**config.mk**
```make
export PLATFORM = sky130hd
export DESIGN_NAME = canonical_kmer_extractor_flat
export DESIGN_NICKNAME = d
export VERILOG_FILES = /design/src/cke_pkg.sv /design/src/cke_if.sv /design/src/cke_core.sv /design/src/canonical_kmer_extractor.sv /design/src/flat_wrapper.sv
export SDC_FILE = /design/constraint.sdc
export NUM_CORES = 1
export LEC_CHECK = 0
export ABC_AREA = 0
export BUFFER_PORTS_ARGS = -buffer_cell sky130_fd_sc_hd__buf_2
export CAP_MARGIN = 20
export CORE_MARGIN = 2
export CORE_UTILIZATION = 60
export DETAILED_ROUTE_END_ITERATION = 16
export PLACE_DENSITY_LB_ADDON = 0.12
export REMOVE_ABC_BUFFERS = 1
export SYNTH_ARGS = -nofsm -noshare
export SYNTH_HDL_FRONTEND = slang
export SYNTH_SLANG_ARGS = --single-unit
```
**constraint.sdc**
```tcl
create_clock -name clk -period 10.26 [get_ports clk]
set_clock_uncertainty 0.2 [all_clocks]
set_input_delay 0 -clock clk [delete_from_list [all_inputs] [get_ports clk]]
set_output_delay 0 -clock clk [all_outputs]
set_load 0.05 [all_outputs]
```
**src/cke_pkg.sv**
```systemverilog
// Package for the canonical k-mer extractor: constants, register map and shared types.
// It depends on nothing. The core and the top level import it; the interfaces refer to it by name.
`default_nettype none

package cke_pkg;

  // Window size and field widths.
  localparam int MAX_K       = 32;
  localparam int KLEN_W      = 6;
  localparam int SYM_W       = 8;
  localparam int KMER_W      = 2 * MAX_K;
  localparam int FILL_W      = 6;

  // Configuration port geometry.
  localparam int APB_ADDR_W  = 3;
  localparam int APB_DATA_W  = 32;

  // Register indexes, taken from paddr word bits.
  localparam logic REG_KMER_LENGTH = 1'b0;

  localparam logic [KLEN_W-1:0] KMER_LENGTH_RESET = 6'd27;

  // Special characters of the FASTA text.
  localparam logic [SYM_W-1:0] SYM_LF     = 8'h0A;
  localparam logic [SYM_W-1:0] SYM_CR     = 8'h0D;
  localparam logic [SYM_W-1:0] SYM_HEADER = 8'h3E;
  localparam logic [SYM_W-1:0] SYM_N      = 8'h4E;

  // Complementing a 2-bit base code flips its upper bit.
  localparam logic [1:0] COMPLEMENT_XOR = 2'b10;

  // What the core produces for one symbol.
  typedef struct packed {
    logic              emit;
    logic [KMER_W-1:0] kmer;
  } cke_result_t;

endpackage

`default_nettype wire

```
**src/cke_if.sv**
```systemverilog
// Valid/ready channel interfaces for the symbol stream and the k-mer stream.
// Depends on cke_pkg for the payload widths.
`default_nettype none

interface cke_sym_if;
  logic                      valid;
  logic                      ready;
  logic [cke_pkg::SYM_W-1:0] symbol;

  modport source (output valid, output symbol, input ready);
  modport sink   (input valid, input symbol, output ready);
endinterface

interface cke_kmer_if;
  logic                       valid;
  logic                       ready;
  logic [cke_pkg::KMER_W-1:0] canonical_kmer;

  modport source (output valid, output canonical_kmer, input ready);
  modport sink   (input valid, input canonical_kmer, output ready);
endinterface

`default_nettype wire

```
**src/cke_core.sv**
```systemverilog
// Parsing state and rolling k-mer words of the extractor; one symbol per step.
// Depends on cke_pkg. The top level supplies the step strobe and takes the result.
`default_nettype none

module cke_core (
  input  wire logic                        clk,
  input  wire logic                        rst,
  input  wire logic                        step,
  input  wire logic [cke_pkg::SYM_W-1:0]   symbol,
  input  wire logic [cke_pkg::KLEN_W-1:0]  kmer_length,
  output cke_pkg::cke_result_t             result
);
  import cke_pkg::*;

  logic              in_header;
  logic [FILL_W-1:0] bases_filled;
  logic [KMER_W-1:0] forward_kmer;
  logic [KMER_W-1:0] reverse_kmer;

  logic              in_header_next;
  logic [FILL_W-1:0] bases_filled_next;
  logic [KMER_W-1:0] forward_kmer_next;
  logic [KMER_W-1:0] reverse_kmer_next;

  logic [KLEN_W-1:0] k_eff;
  logic [KMER_W-1:0] mask;
  logic [KMER_W-1:0] rev_shift;
  logic [1:0]        code;
  logic [1:0]        comp;
  logic [FILL_W-1:0] fill_inc;

  // Clamp the length to 1..MAX_K.
  always_comb begin
    if (kmer_length == '0) begin
      k_eff = KLEN_W'(1);
    end else if (kmer_length > KLEN_W'(MAX_K)) begin
      k_eff = KLEN_W'(MAX_K);
    end else begin
      k_eff = kmer_length;
    end
  end

  assign code = symbol[2:1];
  assign comp = code ^ COMPLEMENT_XOR;

  // Window mask, and the reverse word with the new complement merged in at base k-1.
  // After the length shrinks, older bits can still sit there until the mask drops them.
  always_comb begin
    rev_shift = reverse_kmer >> 2;
    for (int i = 0; i < MAX_K; i++) begin
      mask[2*i +: 2] = (KLEN_W'(i) < k_eff) ? 2'b11 : 2'b00;
      if (KLEN_W'(i) == k_eff - KLEN_W'(1)) begin
        rev_shift[2*i +: 2] = rev_shift[2*i +: 2] | comp;
      end
    end
  end

  assign fill_inc = (bases_filled < k_eff) ? bases_filled + FILL_W'(1) : k_eff;

  // Next state and result for the symbol being stepped.
  always_comb begin
    in_header_next    = in_header;
    bases_filled_next = bases_filled;
    forward_kmer_next = forward_kmer;
    reverse_kmer_next = reverse_kmer;
    result.emit       = 1'b0;
    result.kmer       = '0;
    if (in_header) begin
      if (symbol == SYM_LF) begin
        in_header_next = 1'b0;
      end
    end else if (symbol == SYM_LF || symbol == SYM_CR) begin
      in_header_next = 1'b0;
    end else if (symbol == SYM_HEADER) begin
      in_header_next    = 1'b1;
      bases_filled_next = '0;
    end else if (symbol == SYM_N) begin
      bases_filled_next = '0;
    end else begin
      forward_kmer_next = {forward_kmer[KMER_W-3:0], code} & mask;
      reverse_kmer_next = rev_shift & mask;
      bases_filled_next = fill_inc;
      result.emit       = (fill_inc >= k_eff);
      result.kmer       = (forward_kmer_next < reverse_kmer_next) ?
                          forward_kmer_next : reverse_kmer_next;
    end
  end

  // State registers advance only when a symbol is stepped.
  always_ff @(posedge clk) begin
    if (rst) begin
      in_header    <= 1'b0;
      bases_filled <= '0;
      forward_kmer <= '0;
      reverse_kmer <= '0;
    end else if (step) begin
      in_header    <= in_header_next;
      bases_filled <= bases_filled_next;
      forward_kmer <= forward_kmer_next;
      reverse_kmer <= reverse_kmer_next;
    end
  end

endmodule

`default_nettype wire

```
**src/canonical_kmer_extractor.sv**
```systemverilog
// Top level of the canonical k-mer extractor: channels, input and output registers, APB port.
// Depends on cke_pkg, cke_if.sv and cke_core.
//
// Usage:
//   symbols  (sink)  : one byte of FASTA text per transaction (valid/ready).
//   kmers    (source): one canonical k-mer per transaction, two bits per base,
//                      last base lowest, bits above 2k zero.
//   APB port         : kmer_length at byte address 0 (6 bits, reset 27).
//                      Write it only while the block is idle.
// Headers ('>' through newline), CR, LF and 'N' produce no transaction.
// Path: a k-mer's closing base is held in the input register, and the k-mer it
// closes is then held in the output register, from which kmers presents it.
// Throughput: one symbol per cycle unless the output stalls; the input register and the
// output register each hold one item, and the parsing state updates as each symbol advances.
// Stall: while a k-mer waits on kmers, a symbol that would produce another one
// waits in the input register and symbols ready drops; symbols that produce
// nothing keep flowing.
// Reset (rst, synchronous): empties both registers, leaves header mode, clears
// the fill count and both k-mer words, and sets kmer_length to 27.
`default_nettype none

module canonical_kmer_extractor (
  input  wire logic                              clk,
  input  wire logic                              rst,
  cke_sym_if.sink                                symbols,
  cke_kmer_if.source                             kmers,
  input  wire logic                              psel,
  input  wire logic                              penable,
  input  wire logic                              pwrite,
  input  wire logic [cke_pkg::APB_ADDR_W-1:0]    paddr,
  input  wire logic [cke_pkg::APB_DATA_W-1:0]    pwdata,
  output logic      [cke_pkg::APB_DATA_W-1:0]    prdata,
  output logic                                   pready
);
  import cke_pkg::*;

  logic              kmer_length;
  logic [KLEN_W-1:0] kmer_len;
  logic              sym_valid;
  logic [SYM_W-1:0]  sym_reg;
  logic              out_valid;
  logic [KMER_W-1:0] out_kmer;
  logic              advance;
  logic              reg_hit;
  cke_result_t       result;

  // Configuration register, word index from paddr bit 2.
  assign pready      = 1'b1;
  assign reg_hit     = (paddr[2] == REG_KMER_LENGTH);
  assign kmer_length = reg_hit;
  assign prdata      = reg_hit ? {{(APB_DATA_W-KLEN_W){1'b0}}, kmer_len} : '0;

  always_ff @(posedge clk) begin
    if (rst) begin
      kmer_len <= KMER_LENGTH_RESET;
    end else if (psel && penable && pwrite && pready && kmer_length) begin
      kmer_len <= pwdata[KLEN_W-1:0];
    end
  end

  // The held symbol moves on unless it makes a k-mer and the output is blocked.
  assign advance       = sym_valid && (!result.emit || !out_valid || kmers.ready);
  assign symbols.ready = !sym_valid || advance;

  // Input register.
  always_ff @(posedge clk) begin
    if (rst) begin
      sym_valid <= 1'b0;
    end else if (symbols.ready) begin
      sym_valid <= symbols.valid;
    end
  end

  always_ff @(posedge clk) begin
    if (symbols.valid && symbols.ready) begin
      sym_reg <= symbols.symbol;
    end
  end

  cke_core u_core (
    .clk         (clk),
    .rst         (rst),
    .step        (advance),
    .symbol      (sym_reg),
    .kmer_length (kmer_len),
    .result      (result)
  );

  // Output register.
  always_ff @(posedge clk) begin
    if (rst) begin
      out_valid <= 1'b0;
    end else if (advance && result.emit) begin
      out_valid <= 1'b1;
    end else if (kmers.ready) begin
      out_valid <= 1'b0;
    end
  end

  always_ff @(posedge clk) begin
    if (advance && result.emit) begin
      out_kmer <= result.kmer;
    end
  end

  assign kmers.valid          = out_valid;
  assign kmers.canonical_kmer = out_kmer;

endmodule

`default_nettype wire
```
**src/flat_wrapper.sv**
```systemverilog
// flat-port wrapper written by rule: the top's interface ports become plain ports
module canonical_kmer_extractor_flat import cke_pkg::*;
  (clk, rst, psel, penable, pwrite, paddr, pwdata, prdata, pready, symbols_valid, symbols_symbol, symbols_ready, kmers_valid, kmers_canonical_kmer, kmers_ready);
  cke_sym_if symbols_i ();
  cke_kmer_if kmers_i ();
  input  wire logic clk;
  input  wire logic rst;
  input  wire logic psel;
  input  wire logic penable;
  input  wire logic pwrite;
  input  wire logic [cke_pkg::APB_ADDR_W-1:0] paddr;
  input  wire logic [cke_pkg::APB_DATA_W-1:0] pwdata;
  output logic      [cke_pkg::APB_DATA_W-1:0] prdata;
  output logic pready;
  input wire logic [$bits(symbols_i.valid)-1:0] symbols_valid;
  input wire logic [$bits(symbols_i.symbol)-1:0] symbols_symbol;
  output wire logic [$bits(symbols_i.ready)-1:0] symbols_ready;
  output wire logic [$bits(kmers_i.valid)-1:0] kmers_valid;
  output wire logic [$bits(kmers_i.canonical_kmer)-1:0] kmers_canonical_kmer;
  input wire logic [$bits(kmers_i.ready)-1:0] kmers_ready;
  assign symbols_i.valid = symbols_valid;
  assign symbols_i.symbol = symbols_symbol;
  assign symbols_ready = symbols_i.ready;
  assign kmers_valid = kmers_i.valid;
  assign kmers_canonical_kmer = kmers_i.canonical_kmer;
  assign kmers_i.ready = kmers_ready;
  canonical_kmer_extractor u_core (.clk(clk), .rst(rst), .symbols(symbols_i), .kmers(kmers_i), .psel(psel), .penable(penable), .pwrite(pwrite), .paddr(paddr), .pwdata(pwdata), .prdata(prdata), .pready(pready));
endmodule
```
# [Word level (Yosys, flattened, before mapping)]
# Cells that the tools add are included.
[word_totals] reg_bits=213 out_inout_bits=99 word_cells=221
[classes] add_sub_neg=2 magnitude_cmp=36 eq_ne=35 n_mux=81 bitwise_logic=39 n_reduce_logical=19
[op_table] op="$mux W65" count=4
[op_table] op="$and A64 B64 Y64" count=2
[op_table] op="$mux W2" count=64
[op_table] op="$eq A5 B6 Y1 const A" count=16
[op_table] op="$lt A5 B6 Y1 const A" count=16
[op_table] op="$lt A64 B64 Y1" count=1
[op_table] op="$mux W64" count=1
[op_table] op="$or A2 B2 Y2" count=31
[op_table] op="$eq A4 B6 Y1 const A" count=8
[op_table] op="$lt A4 B6 Y1 const A" count=8
[op_table] op="$mux W6" count=6
[op_table] op="$eq A3 B6 Y1 const A" count=4
[op_table] op="$lt A3 B6 Y1 const A" count=4
[op_table] op="$eq A8 B4 Y1 const B" count=2
[op_table] op="$eq A2 B6 Y1 const A" count=2
[op_table] op="$logic_not A6 Y1" count=2
[op_table] op="$lt A1 B6 Y1 const A" count=2
[op_table] op="$lt A2 B6 Y1 const A" count=2
[op_table] op="$eq A8 B6 Y1 const B" count=1
[op_table] op="$eq A8 B7 Y1 const B" count=1
[op_table] op="$add A6 B1 Y6 const B" count=1
[op_table] op="$eq A1 B6 Y1 const A" count=1
[op_table] op="$ge A6 B6 Y1" count=1
[op_table] op="$gt A6 B6 Y1 const B" count=1
[op_table] op="11 further kinds" count=31

# [Logic depth before layout (Yosys ltp)]
# Gate-level depths: netlist (run 1).
[logic_depth] ltp_word=19 mapped_depth=21

# [Modules after synthesis]
# From an unflattened synthesis (run 1), not the netlist that was laid out.
[hier_totals] hier_cells=1524 hier_area_um2=12125.4
[modules_own_cells] module="cke_core" instances=1 cells_per_inst=1378 area_per_inst_um2=9344.0
[modules_own_cells] module="canonical_kmer_extractor" instances=1 cells_per_inst=146 area_per_inst_um2=2781.4

# [Worst setup path after synthesis (run 1)]
# OpenSTA, ideal clock, no wires.
[synth_timing] kind="flip-flop to flip-flop" from="reg u_core.kmer_len[4]" to="reg u_core.out_kmer[0] (netlist: u_core.kmers.canonical_kmer[0]) (enable)" setup_ns=0.429 arrival_ns=5.221 setup_slack_ns=4.410 path_stages_with_launch=17 n_path_buf=3 path_cell_list="dfxtp_1 -> clkbuf_1 -> nand2_1 -> ha_1 -> a21o_1 -> a21oi_1 -> o21a_1 -> a31oi_2 -> mux2_2 -> ha_1 -> a21o_1 -> a21o_1 -> a21oi_1 -> o2111a_1 -> buf_2 -> buf_2 -> and2_1"
[synth_via] elab_chain_cells=15
[synth_rtl] item="from (decl)" line="canonical_kmer_extractor.sv:38" rtl="logic [KLEN_W-1:0] kmer_len;"
[synth_rtl] item="from (signal assigned)" line="canonical_kmer_extractor.sv:57" rtl="kmer_len <= pwdata[KLEN_W-1:0];"
[synth_rtl] item="$gt A6 B6 Y1" line="cke_core.sv:36" rtl="end else if (kmer_length > KLEN_W'(MAX_K)) begin"
[synth_rtl] item="$mux W6" line="cke_core.sv:36"
[synth_rtl] item="$mux W6 (*)" line="cke_core.sv:34" rtl="if (kmer_length == '0) begin"
[synth_rtl] item="$lt A6 B6 Y1" line="cke_core.sv:58" rtl="assign fill_inc = (bases_filled < k_eff) ? bases_filled + FILL_W'(1) : k_eff;"
[synth_rtl] item="$mux W6" line="cke_core.sv:58"
[synth_rtl] item="$ge A6 B6 Y1 (*)" line="cke_core.sv:83" rtl="result.emit = (fill_inc >= k_eff);"
[synth_rtl] item="$mux W65 (*)" line="cke_core.sv:77" rtl="end else if (symbol == SYM_N) begin"
[synth_rtl] item="$mux W65 (*)" line="cke_core.sv:74" rtl="end else if (symbol == SYM_HEADER) begin"
[synth_rtl] item="$mux W65 (*)" line="cke_core.sv:72" rtl="end else if (symbol == SYM_LF || symbol == SYM_CR) begin"
[synth_rtl] item="$mux W65 (*)" line="cke_core.sv:68" rtl="if (in_header) begin"
[synth_rtl] item="$logic_not A1 Y1" line="canonical_kmer_extractor.sv:62" rtl="assign advance = sym_valid && (!result.emit || !out_valid || kmers.ready);"
[synth_rtl] item="$logic_or A1 B1 Y1 (2 in series)" line="canonical_kmer_extractor.sv:62"
[synth_rtl] item="$logic_and A1 B1 Y1" line="canonical_kmer_extractor.sv:62"
[synth_rtl] item="$logic_and A1 B1 Y1 (*)" line="canonical_kmer_extractor.sv:101" rtl="if (advance && result.emit) begin"
[synth_rtl] item="to (signal assigned)" line="canonical_kmer_extractor.sv:102" rtl="out_kmer <= result.kmer;"
[synth_rtl] item="to (decl)" line="canonical_kmer_extractor.sv:42" rtl="logic [KMER_W-1:0] out_kmer;"
# Every way passes the cells marked *; elsewhere a longest branch is shown, timed or not.
# A chain may end at the register's enable or synchronous reset.

# [Final worst setup path (run 1)]
[layout_timing] from="reg u_core.kmer_len[3]" to="reg u_core.out_kmer[13] (netlist: u_core.kmers.canonical_kmer[13]), data pin"
[layout_via] elab_chain_cells=9
[layout_rtl] item="$gt A6 B6 Y1" line="cke_core.sv:36"
[layout_rtl] item="$mux W6" line="cke_core.sv:36"
[layout_rtl] item="$mux W6 (*)" line="cke_core.sv:34"
[layout_rtl] item="$sub A6 B1 Y6" line="cke_core.sv:52" rtl="if (KLEN_W'(i) == k_eff - KLEN_W'(1)) begin"
[layout_rtl] item="$eq A1 B6 Y1 (tied with other cells)" line="cke_core.sv:52"
[layout_rtl] item="$mux W2" line="cke_core.sv:52"
[layout_rtl] item="$and A64 B64 Y64" line="cke_core.sv:81" rtl="reverse_kmer_next = rev_shift & mask;"
[layout_rtl] item="$lt A64 B64 Y1" line="cke_core.sv:84" rtl="result.kmer = (forward_kmer_next < reverse_kmer_next) ?"
[layout_rtl] item="$mux W64 (*)" line="cke_core.sv:84"
# Marked as above.

==> out/summary.txt, run 1 <==
Status: finished clean
CTS Sinks: 211
Routed Antenna Nets: 0
Final period utilization: 58.1%
R2r startpoint: u_core.kmer_len[3]
Net Switching: 0.000493 W
FMAX: 168 MHz
Most common cell in the synthesized netlist: nand2_1
Total of max-cap violations: 0
Flop pwr share: 48.1%
Routed vias: 10.8k
Clock latency on the worst-skew pair: 510 ps
Post-synth top cells: 242 x nand2_1, 197 x a21oi_1, 139 x dfxtp_1
Peak VDD IR: 143 uV
# setup viols final: 0
Critical path class: reg2reg
Root Buffer: clkbuf_16
Max incr delay on CP: 590 ps
Nets@finish: 1656
Fin cells: 1812
Tmin final: 5960 ps
Register-to-register setup slack: 4300 ps
Top FF cell, synth: dfxtp_1
Crit path cell chain: nor4_1, o21ai_1, nor3_1, nor2b_1, o21ai_1, ha_1, nand4_1, nor4_1, and2_0, o2111ai_4, buf_4, nand2_1, buf_4, o21ai_0
Post-Syn Instances: 1466
Final Hold Viols: 0
Num CTS Buffers: 23
Crit path max-delay cell type: dfxtp_1
# IOs: 149
Register bit total from synthesis: 211
Share of layout cells above drive strength 1: 11.4%
CTS Buffer Depth: 3
HP Class: in2reg
Initial DRC count: 1020
Synth top area share: 23.1%
# diodes: 0
Largest net degree at the start of global routing: 110
DRT Pass-1 Iters: 5
Core area: 19600 um^2
Crit path capture type: flop
Drc violations: 0
Critical path fanouts, max: 71
H-tree levels: 1
Die height: 146 um
Max transition margin: 32.3%
DR WL/cell: 18.2 um
Die X: 146 um
FF-to-FF End: u_core.kmers.canonical_kmer[13]
CP arrival: 5990 ps
Logic pwr share: 10.9%
Internal Dissipation: 0.00133 W
CP Launch Type: flop
Seq/Total Area, Yosys: 41.1%
HPWL after DPL: 21.2 mm
Final Util: 68.6%
Global-route wire length before repair: 52.4 mm
Placed cell count: 1740
GPL Wtd Cong: 0.930
Vias per cell: 5.94
Worst slack, placed: 4520 ps
Initial Util: 61.4%
Async SR Flop Fraction: 0%
Clock power share: 41.1%
Netlist cell types: 68
TritonCTS clock tree: yes
Post-synth EDFFs: 72
Post-route cell area: 13400 um^2
Initial antenna violation count: 0
Largest register FFs: 64
Worst-path clk slew: 60 ps
Post-DP Area: 12400 um^2
Final worst slack: 4300 ps
Tot GR Track Use: 30.4%
Power Density: 136 nW/um^2
R2r worst-path depth: 14
CP required: 10290 ps
CP Capture Point: u_core.kmers.canonical_kmer[13]
Mapped Area: 12000 um^2
Row count: 51
Cell taking the most area after synthesis: dfxtp_1
Port bufs: 93
Synthesis Warnings: 0
Crit path from: u_core.kmer_len[3]
Sw Ratio: 27.0%
Largest cells by area after synthesis: dfxtp_1 23%, edfxtp_1 18%, a21oi_1 8.2%, ha_1 7.8%, nand2_1 7.6%
Die area: 21200 um^2
Final slew viol count: 0
Syn Area/Cell: 8.20 um^2
Leak: 5.37 nW
Final wirelength: 33.1 mm
Vias in the first global route: 9908
GR Overflow Total: 0
Setup TNS: 0 ps
Worst-Margin Slew: 1010 ps
RSZ-0062 raised after global routing: no
Layout Area Growth over Synthesis: 11.7%
Setup Buffers After CTS: 0
[critical path, delay by kind of cell (launching register included)]
kind	cells	cell delay, ps
adder cells (fa/ha/maj)	1	300
flip-flops	1	590
AND/OR/NAND/NOR	7	3020
buffers and inverters	2	810
AO/OA/AOI/OAI	4	730
[layout by cell type (no fill, tap or decap), drive strengths merged, types with 3 or more instances in the layout]
cell type      n
nand2        242
a21oi        198
dfxtp        139
o21ai        123
buf          107
nor2          96
ha            75
edfxtp        72
or2           67
and2          56
o21a          35
and3          33
clkbuf        32
dlygate4sd3   30
conb          27
inv           26
nand3         22
nor3          19
nor2b         16
a21o          16
nand4         13
clkinv         9
a31oi          8
a211oi         7
nor4           5
or3            5
a22oi          5
o2bb2ai        5
nand2b         4
xnor2          4
mux2i          4
a211o          4
o211ai         3
o211a          3
o2111ai        3
[cells by family (layout without fill, tap and decap cells)]
group / count (synthesis) / after routing / synth area share, %
fa+ha+maj: 75 / 75 / 7.81
xor+xnor: 4 / 4 / 0.291
simple gates: 585 / 585 / 23.1
flops: 211 / 211 / 41.1
other cells: 2 / 27 / 0.0625
buf+inv: 148 / 204 / 5.71
mux: 5 / 5 / 0.427
compound gates: 436 / 436 / 21.5
[final cells by class]
class	instances	area (um^2)
multi-input combinational	1132	6510
fill	1668	6160
sequential	211	4940
timing repair buffer	137	893
clock buffer	32	619
tap	265	332
inverter	26	97.6
clock inverter	9	38.8
[power groups by stage]
stage | clock [W] | combinational (W) | sequential [W]
final | 0.000750 | 0.000198 | 0.000877
after global routing | 0.000788 | 0.000211 | 0.000878
after CTS | 0.000759 | 0.000192 | 0.000877
after detailed placement | 0 | 0.000184 | 0.000895
after global placement | 0 | 0.000181 | 0.000895
after floorplan | 0 | 0.000110 | 0.000894
[worst min path at each step]
stage,startpoint,end,slack [ps],cells after the start
detailed placement,symbols_symbol[3],u_core.sym_reg[3],-20,1
global route,symbols_symbol[7],u_core.sym_reg[7],20,2
CTS,symbols_symbol[0],u_core.sym_reg[0],0.5,2
finish,symbols_symbol[4],u_core.sym_reg[4],4,2
global placement,symbols_symbol[3],u_core.sym_reg[3],-20,1
floorplan,rst,u_core.sym_valid,-130,1
[metrics by stage]
stage	power, W	hold WS (ps)
final	0.00183	4.21
after global routing	0.00188	18.3
after CTS	0.00183	0.548
after detailed placement	0.00108	-21.9
after global placement	0.00108	-22.9
after floorplan	0.00100	-131
[routing by layer]
metal / global-route usage (%) / vias up / routed length, um
li1: - / 5209 / -
met1: 42.6 / 4998 / 14300
met2: 48.0 / 490 / 15200
met3: 4.67 / 64 / 2570
met4: 10.9 / 0 / 1030
met5: 0 / - / 0
[repair_timing]
item,CTS,global route
hold endpoints to repair,77,0
gates resized for setup,0,0
hold buffers,30,0
Power figures use the tool's default switching activity.
==> run 2, diff against run 1 <==
- ABC_AREA: 0 -> 1
- CORE_UTILIZATION: 60 -> 59
- clock period: 10.26 -> 5.75 ns (I/O delays scaled with it)
==> out/summary.txt, run 2 <==
Die area: 22600 um^2
Seq/Total Area, Yosys: 39.1%
Vias per cell: 5.45
Clock latency on the worst-skew pair: 520 ps
Final Hold Viols: 0
Status: finished clean
# IOs: 149
Crit path capture type: flop
Top FF cell, synth: dfxtp_1
Post-Syn Instances: 1736
Root Buffer: clkbuf_16
CP required: 5820 ps
Seq. cell area: 4940 um^2
# fillers: 1803
Crit path max-delay cell type: dfxtp_1
CTS Sinks: 211
Worst-path clk slew: 60 ps
Largest net degree at the start of global routing: 170
Die X: 150 um
Fin Hold WS: 0.870 ps
TritonCTS clock tree: yes
Layout Area Growth over Synthesis: 11.4%
Initial Util: 60.2%
Vias in the first global route: 10.8k
Leak: 6.53 nW
# setup viols final: 0
DR WL/cell: 15.3 um
Final wirelength: 32.0 mm
Largest register FFs: 64
CP Launch Type: flop
Most common cell after layout, fill and taps aside: nand2_1
Mapped Area: 12700 um^2
CP bufs+invs: 2
Share of layout cells above drive strength 1: 12.4%
Critical path class: reg2reg
Synthesis Warnings: 0
Netlist cell types: 45
Row count: 53
Post-synth EDFFs: 72
Peak VDD IR: 368 uV
Post-synth top cells: 285 x nand2_1, 279 x a21oi_1, 258 x inv_1
Crit path cell chain: nor2_2, nand3_2, nand2_4, o21ai_1, nand2_2, nor2_1, nand2_1, a21oi_1, inv_1, ha_1, a21oi_1, o21ai_0, a21oi_1, nand2_1, nand2_1, nand2_1, nand2_4, buf_4, nand3_1, nand2_1, nor2_1
Initial DRC count: 1067
Num CTS Buffers: 23
Routed Antenna Nets: 0
Final period utilization: 81.3%
Area used by multi-input combinational logic: 6080 um^2
Routed vias: 11.4k
GPL Wtd Cong: 0.910
Cell family with most CP delay: simple AND/OR/NAND/NOR gates
HP Class: in2reg
H-tree levels: 1
Port bufs: 93
Largest cells by area after synthesis: dfxtp_1 22%, edfxtp_1 17%, a21oi_1 11%, nand2_1 8.5%, inv_1 7.7%
Tot GR Track Use: 28.4%
Die height: 150 um
FMAX: 214 MHz
Most used cell, CP: nand2_1
Worst-Margin Slew: 1120 ps
HPWL after DPL: 21.1 mm
Final slew viol count: 0
Nets@finish: 1929
Most frequent cells in the layout: 284 x nand2_1, 279 x a21oi_1, 256 x inv_1
Global-route wire length before repair: 52.1 mm
Synth top area share: 22.0%
Drc violations: 0
Tmin final: 4680 ps
DRT Pass-1 Iters: 5
Core area: 21000 um^2
Most common cell in the synthesized netlist: nand2_1
GR Overflow Total: 0
Syn Area/Cell: 7.29 um^2
Max transition margin: 25.7%
Critical path fanouts, max: 46
Setup Buffers After CTS: 0
RSZ-0062 raised after global routing: no
# diodes: 0
Cell taking the most area after synthesis: dfxtp_1
Max incr delay on CP: 620 ps
CP arrival: 4750 ps
Register bit total from synthesis: 211
CTS Buffer Depth: 3
Final Util: 67.1%
Async SR Flop Fraction: 0%
Power Density: 297 nW/um^2
Total of max-cap violations: 0
Initial antenna violation count: 0
-- run 2: cell count changes after synthesis, moves of 43 or more --
cell	previous run	this run
a21oi_1	197	279
and2_1	55	0
inv_1	26	258
nand2_1	242	285
nand3_1	22	102
nor2_1	96	147
-- run 2: through the flow --
step	std cells	TNS (ps)	area (um^2)	setup slack [ps]	total power, W
after floorplan	1641	-289080	12100	-2040	0.00252
after global placement	2022	0	13100	1240	0.00271
after detailed placement	2022	0	13100	1170	0.00274
after CTS	2096	0	14100	1170	0.00419
after global routing	2096	0	14100	744	0.00440
final	2096	0	14100	1070	0.00418
-- run 2: cells by family after synthesis --
| group | count (synthesis) | synth area share, % |
|---|---|---|
| and+or+nand+nor | 599 | 21.1 |
| AOI/OAI and AO/OA | 440 | 18.4 |
| buffers and inverters | 405 | 13.7 |
| DFF | 211 | 39.1 |
| adders and majority gates | 75 | 7.41 |
| xor gates and xnor gates | 4 | 0.277 |
| other | 2 | 0.0593 |
-- run 2: cell type report --
type | instances | area share, %
Clock inverter | 7 | 0.426
Timing Repair Buffer | 138 | 6.62
Tap cell | 275 | 2.44
Inverter | 285 | 7.60
Sequential cell | 211 | 35.1
Multi-Input combinational cell | 1145 | 43.2
Clock buffer | 35 | 4.69
-- run 2: final timing paths --
path / start / end / slack [ps] / cells after the start
setup / recovery: u_core.kmer_len[3] / u_core.kmers.canonical_kmer[23] / 1070 / 21
setup reg to reg: u_core.kmer_len[3] / u_core.kmers.canonical_kmer[23] / 1070 / 21
hold reg to reg: u_core.u_core.forward_kmer[35] / u_core.u_core.forward_kmer[35] / 250 / 2
hold / removal: symbols_symbol[1] / u_core.sym_reg[1] / 0.9 / 2
-- run 2: where the power goes --
part	total [W]	internal [W]	switching, W
clock	0.00144	0.000835	0.000606
combinational	0.00106	0.000364	0.000692
sequential	0.00169	0.00166	0.0000310
total	0.00418	0.00286	0.00133
-- run 2: what timing repair did --
item | in CTS | in global routing
hold endpoints to repair | 52 | 0
resized for setup | 0 | 0
hold buffers | 32 | 0
-- run 2: worst reg2reg max path: cells and delay by family (launching register included) --
kind / cells / cell delay, ps
compound gates: 5 / 820
flops: 1 / 620
buf+inv: 2 / 490
simple gates: 13 / 1990
fa+ha+maj: 1 / 300
-- run 2: metal layers --
metal	global-route usage, %	vias up	part of all wire [%]
met1	38.7	5251	45
met2	47.1	391	46
met5	0	-	0
met4	8.58	0	2.3
li1	-	5721	-
met3	3.67	68	6.5
==> run 3, diff against run 2 <==
- CORE_UTILIZATION: 59 -> 54
- clock period: 5.75 -> 3.9 ns (I/O delays scaled with it)
==> out/summary.txt, run 3 (synthesis gave the netlist of run 2 again) <==
Clock latency on the worst-skew pair: 540 ps
Logic pwr share: 35.4%
# fillers: 1575
Final wirelength: 45.4 mm
Crit path max-delay cell type: dfxtp_4
Post-DP Area: 14200 um^2
# diodes: 0
Global-route wire length before repair: 56.4 mm
DRT Pass-1 Iters: 7
Sw Ratio: 32.8%
Initial antenna violation count: 0
Final Util: 77.2%
Power Density: 422 nW/um^2
CP arrival: 4070 ps
Share of layout cells above drive strength 1: 31.5%
Flop pwr share: 32.8%
Placed cell count: 2186
Worst-path clk slew: 60 ps
HPWL after DPL: 23.4 mm
Post-route cell area: 18000 um^2
Final worst slack: -102 ps
H-tree levels: 1
FMAX: 250 MHz
Core area: 23300 um^2
Drc violations: 0
Final Hold Viols: 0
GR Overflow Total: 0
Net Switching: 0.00249 W
Largest net degree at the start of global routing: 65
CP Launch Type: flop
R2r worst-path depth: 22
Port bufs: 93
CP required: 3970 ps
CTS Sinks: 211
Max incr delay on CP: 390 ps
Critical path class: reg2reg
# setup viols final: 61
Final slew viol count: 0
DR WL/cell: 19.3 um
Worst-Margin Slew: 897 ps
# IOs: 149
Worst hold path depth: 5
Routed Antenna Nets: 0
Root Buffer: clkbuf_16
Peak VDD IR: 348 uV
Worst slack, placed: -112 ps
Fin cells: 2354
Largest register FFs: 64
Crit path cell chain: buf_12, nor2_8, nand3_4, nand2_8, inv_2, buf_4, nand4_1, nor2_4, nand2_1, a21oi_2, inv_1, ha_1, nand2_1, o21ai_0, a21oi_1, o21ai_2, nor2_4, buf_12, clkbuf_16, nand3_2, nand2_1, nor2_1
Area used by multi-input combinational logic: 7260 um^2
Most used cell, CP: nand2_1
Clock power share: 31.8%
Routed vias: 13.6k
Total of max-cap violations: 0
RSZ-0062 raised after global routing: yes
Setup TNS: -2740 ps
Max transition margin: 40.2%
Die height: 157 um
Most frequent cells in the layout: 264 x nand2_1, 252 x inv_1, 197 x a21oi_1
Final period utilization: 103%
Initial DRC count: 1387
Vias in the first global route: 11.5k
Critical path fanouts, max: 7
Internal Dissipation: 0.00510 W
Initial Util: 54.4%
CTS Buffer Depth: 3
Leak: 8.32 nW
Seq. cell area: 4960 um^2
Die X: 157 um
TritonCTS clock tree: yes
Most common cell after layout, fill and taps aside: nand2_1
Die area: 24700 um^2
Failing checks: setup timing
Crit path capture type: flop
Status: finished, violations left
Tmin final: 4000 ps
Nets@finish: 2142
Row count: 56
Num CTS Buffers: 24
Vias per cell: 5.79
Layout Area Growth over Synthesis: 42.0%
HP Class: in2reg
Tot GR Track Use: 28.2%
GPL Wtd Cong: 0.934
-- run 3: cell types whose count changed in the layout (fill, tap and decap cells not counted), sizes merged --
cell / delta
nand2: +4
clkbuf: +31
clkinvlp: +2
dlygate4sd3: +4
buf: +171
bufbuf: +1
clkinv: -1
bufinv: +2
-- run 3: power groups by stage --
stage	clock, W	combinational (W)	sequential, W
6_report	0.00241	0.00269	0.00249
5_1_grt	0.00250	0.00288	0.00250
4_1_cts	0.00242	0.00176	0.00248
3_5_place_dp	0	0.00170	0.00253
3_3_place_gp	0	0.00168	0.00253
2_1_floorplan	0	0.00118	0.00253
-- run 3: worst paths after layout --
kind,startpoint,endpoint,slack (ps)
setup / recovery,u_core.kmer_len[5],u_core.kmers.canonical_kmer[26],-100
hold / removal,kmers_ready,u_core.kmers.valid,190
setup reg to reg,u_core.kmer_len[5],u_core.kmers.canonical_kmer[26],-100
hold reg to reg,u_core.u_core.forward_kmer[36],u_core.u_core.forward_kmer[36],260
-- run 3: through the flow --
step | total power [W] | hold WS, ps
after floorplan | 0.00371 | -131
after global placement | 0.00420 | -21.1
after detailed placement | 0.00423 | -21.2
after CTS | 0.00666 | 130
after global routing | 0.00788 | 209
final | 0.00759 | 188
-- run 3: area by class of cell --
type	count	share of cell area [%]
multi-input combinational	1149	40.4
tap	319	2.22
clock buffer	35	3.91
timing repair inverter	1	0.0487
inverter	285	6.10
clock inverter	9	0.717
timing repair buffer	345	19.0
sequential	211	27.6
-- run 3: critical path, delay by kind of cell (launching register included) --
kind	cells	cell delay (ps)
AO/OA/AOI/OAI	4	700
adder cells (fa/ha/maj)	1	310
buffers and inverters	6	820
flip-flops	1	390
AND/OR/NAND/NOR	11	1310
-- run 3: repair_timing --
item                                    CTS  global route
gates resized for setup                   6           297
pin swaps                                 0            94
hold buffers                             36             0
buffers inserted                          1            45
endpoints found under the hold margin    52             0
endpoints found under the setup margin  132           258
gates cloned                              1            42
-- run 3: layer usage --
metal | global-route usage, % | share of wire [%] | vias up
met5 | 0 | 0 | -
met4 | 7.40 | 4.6 | 0
met3 | 3.74 | 9.9 | 210
met2 | 48.1 | 47 | 859
met1 | 37.6 | 38 | 6384
li1 | - | - | 6188
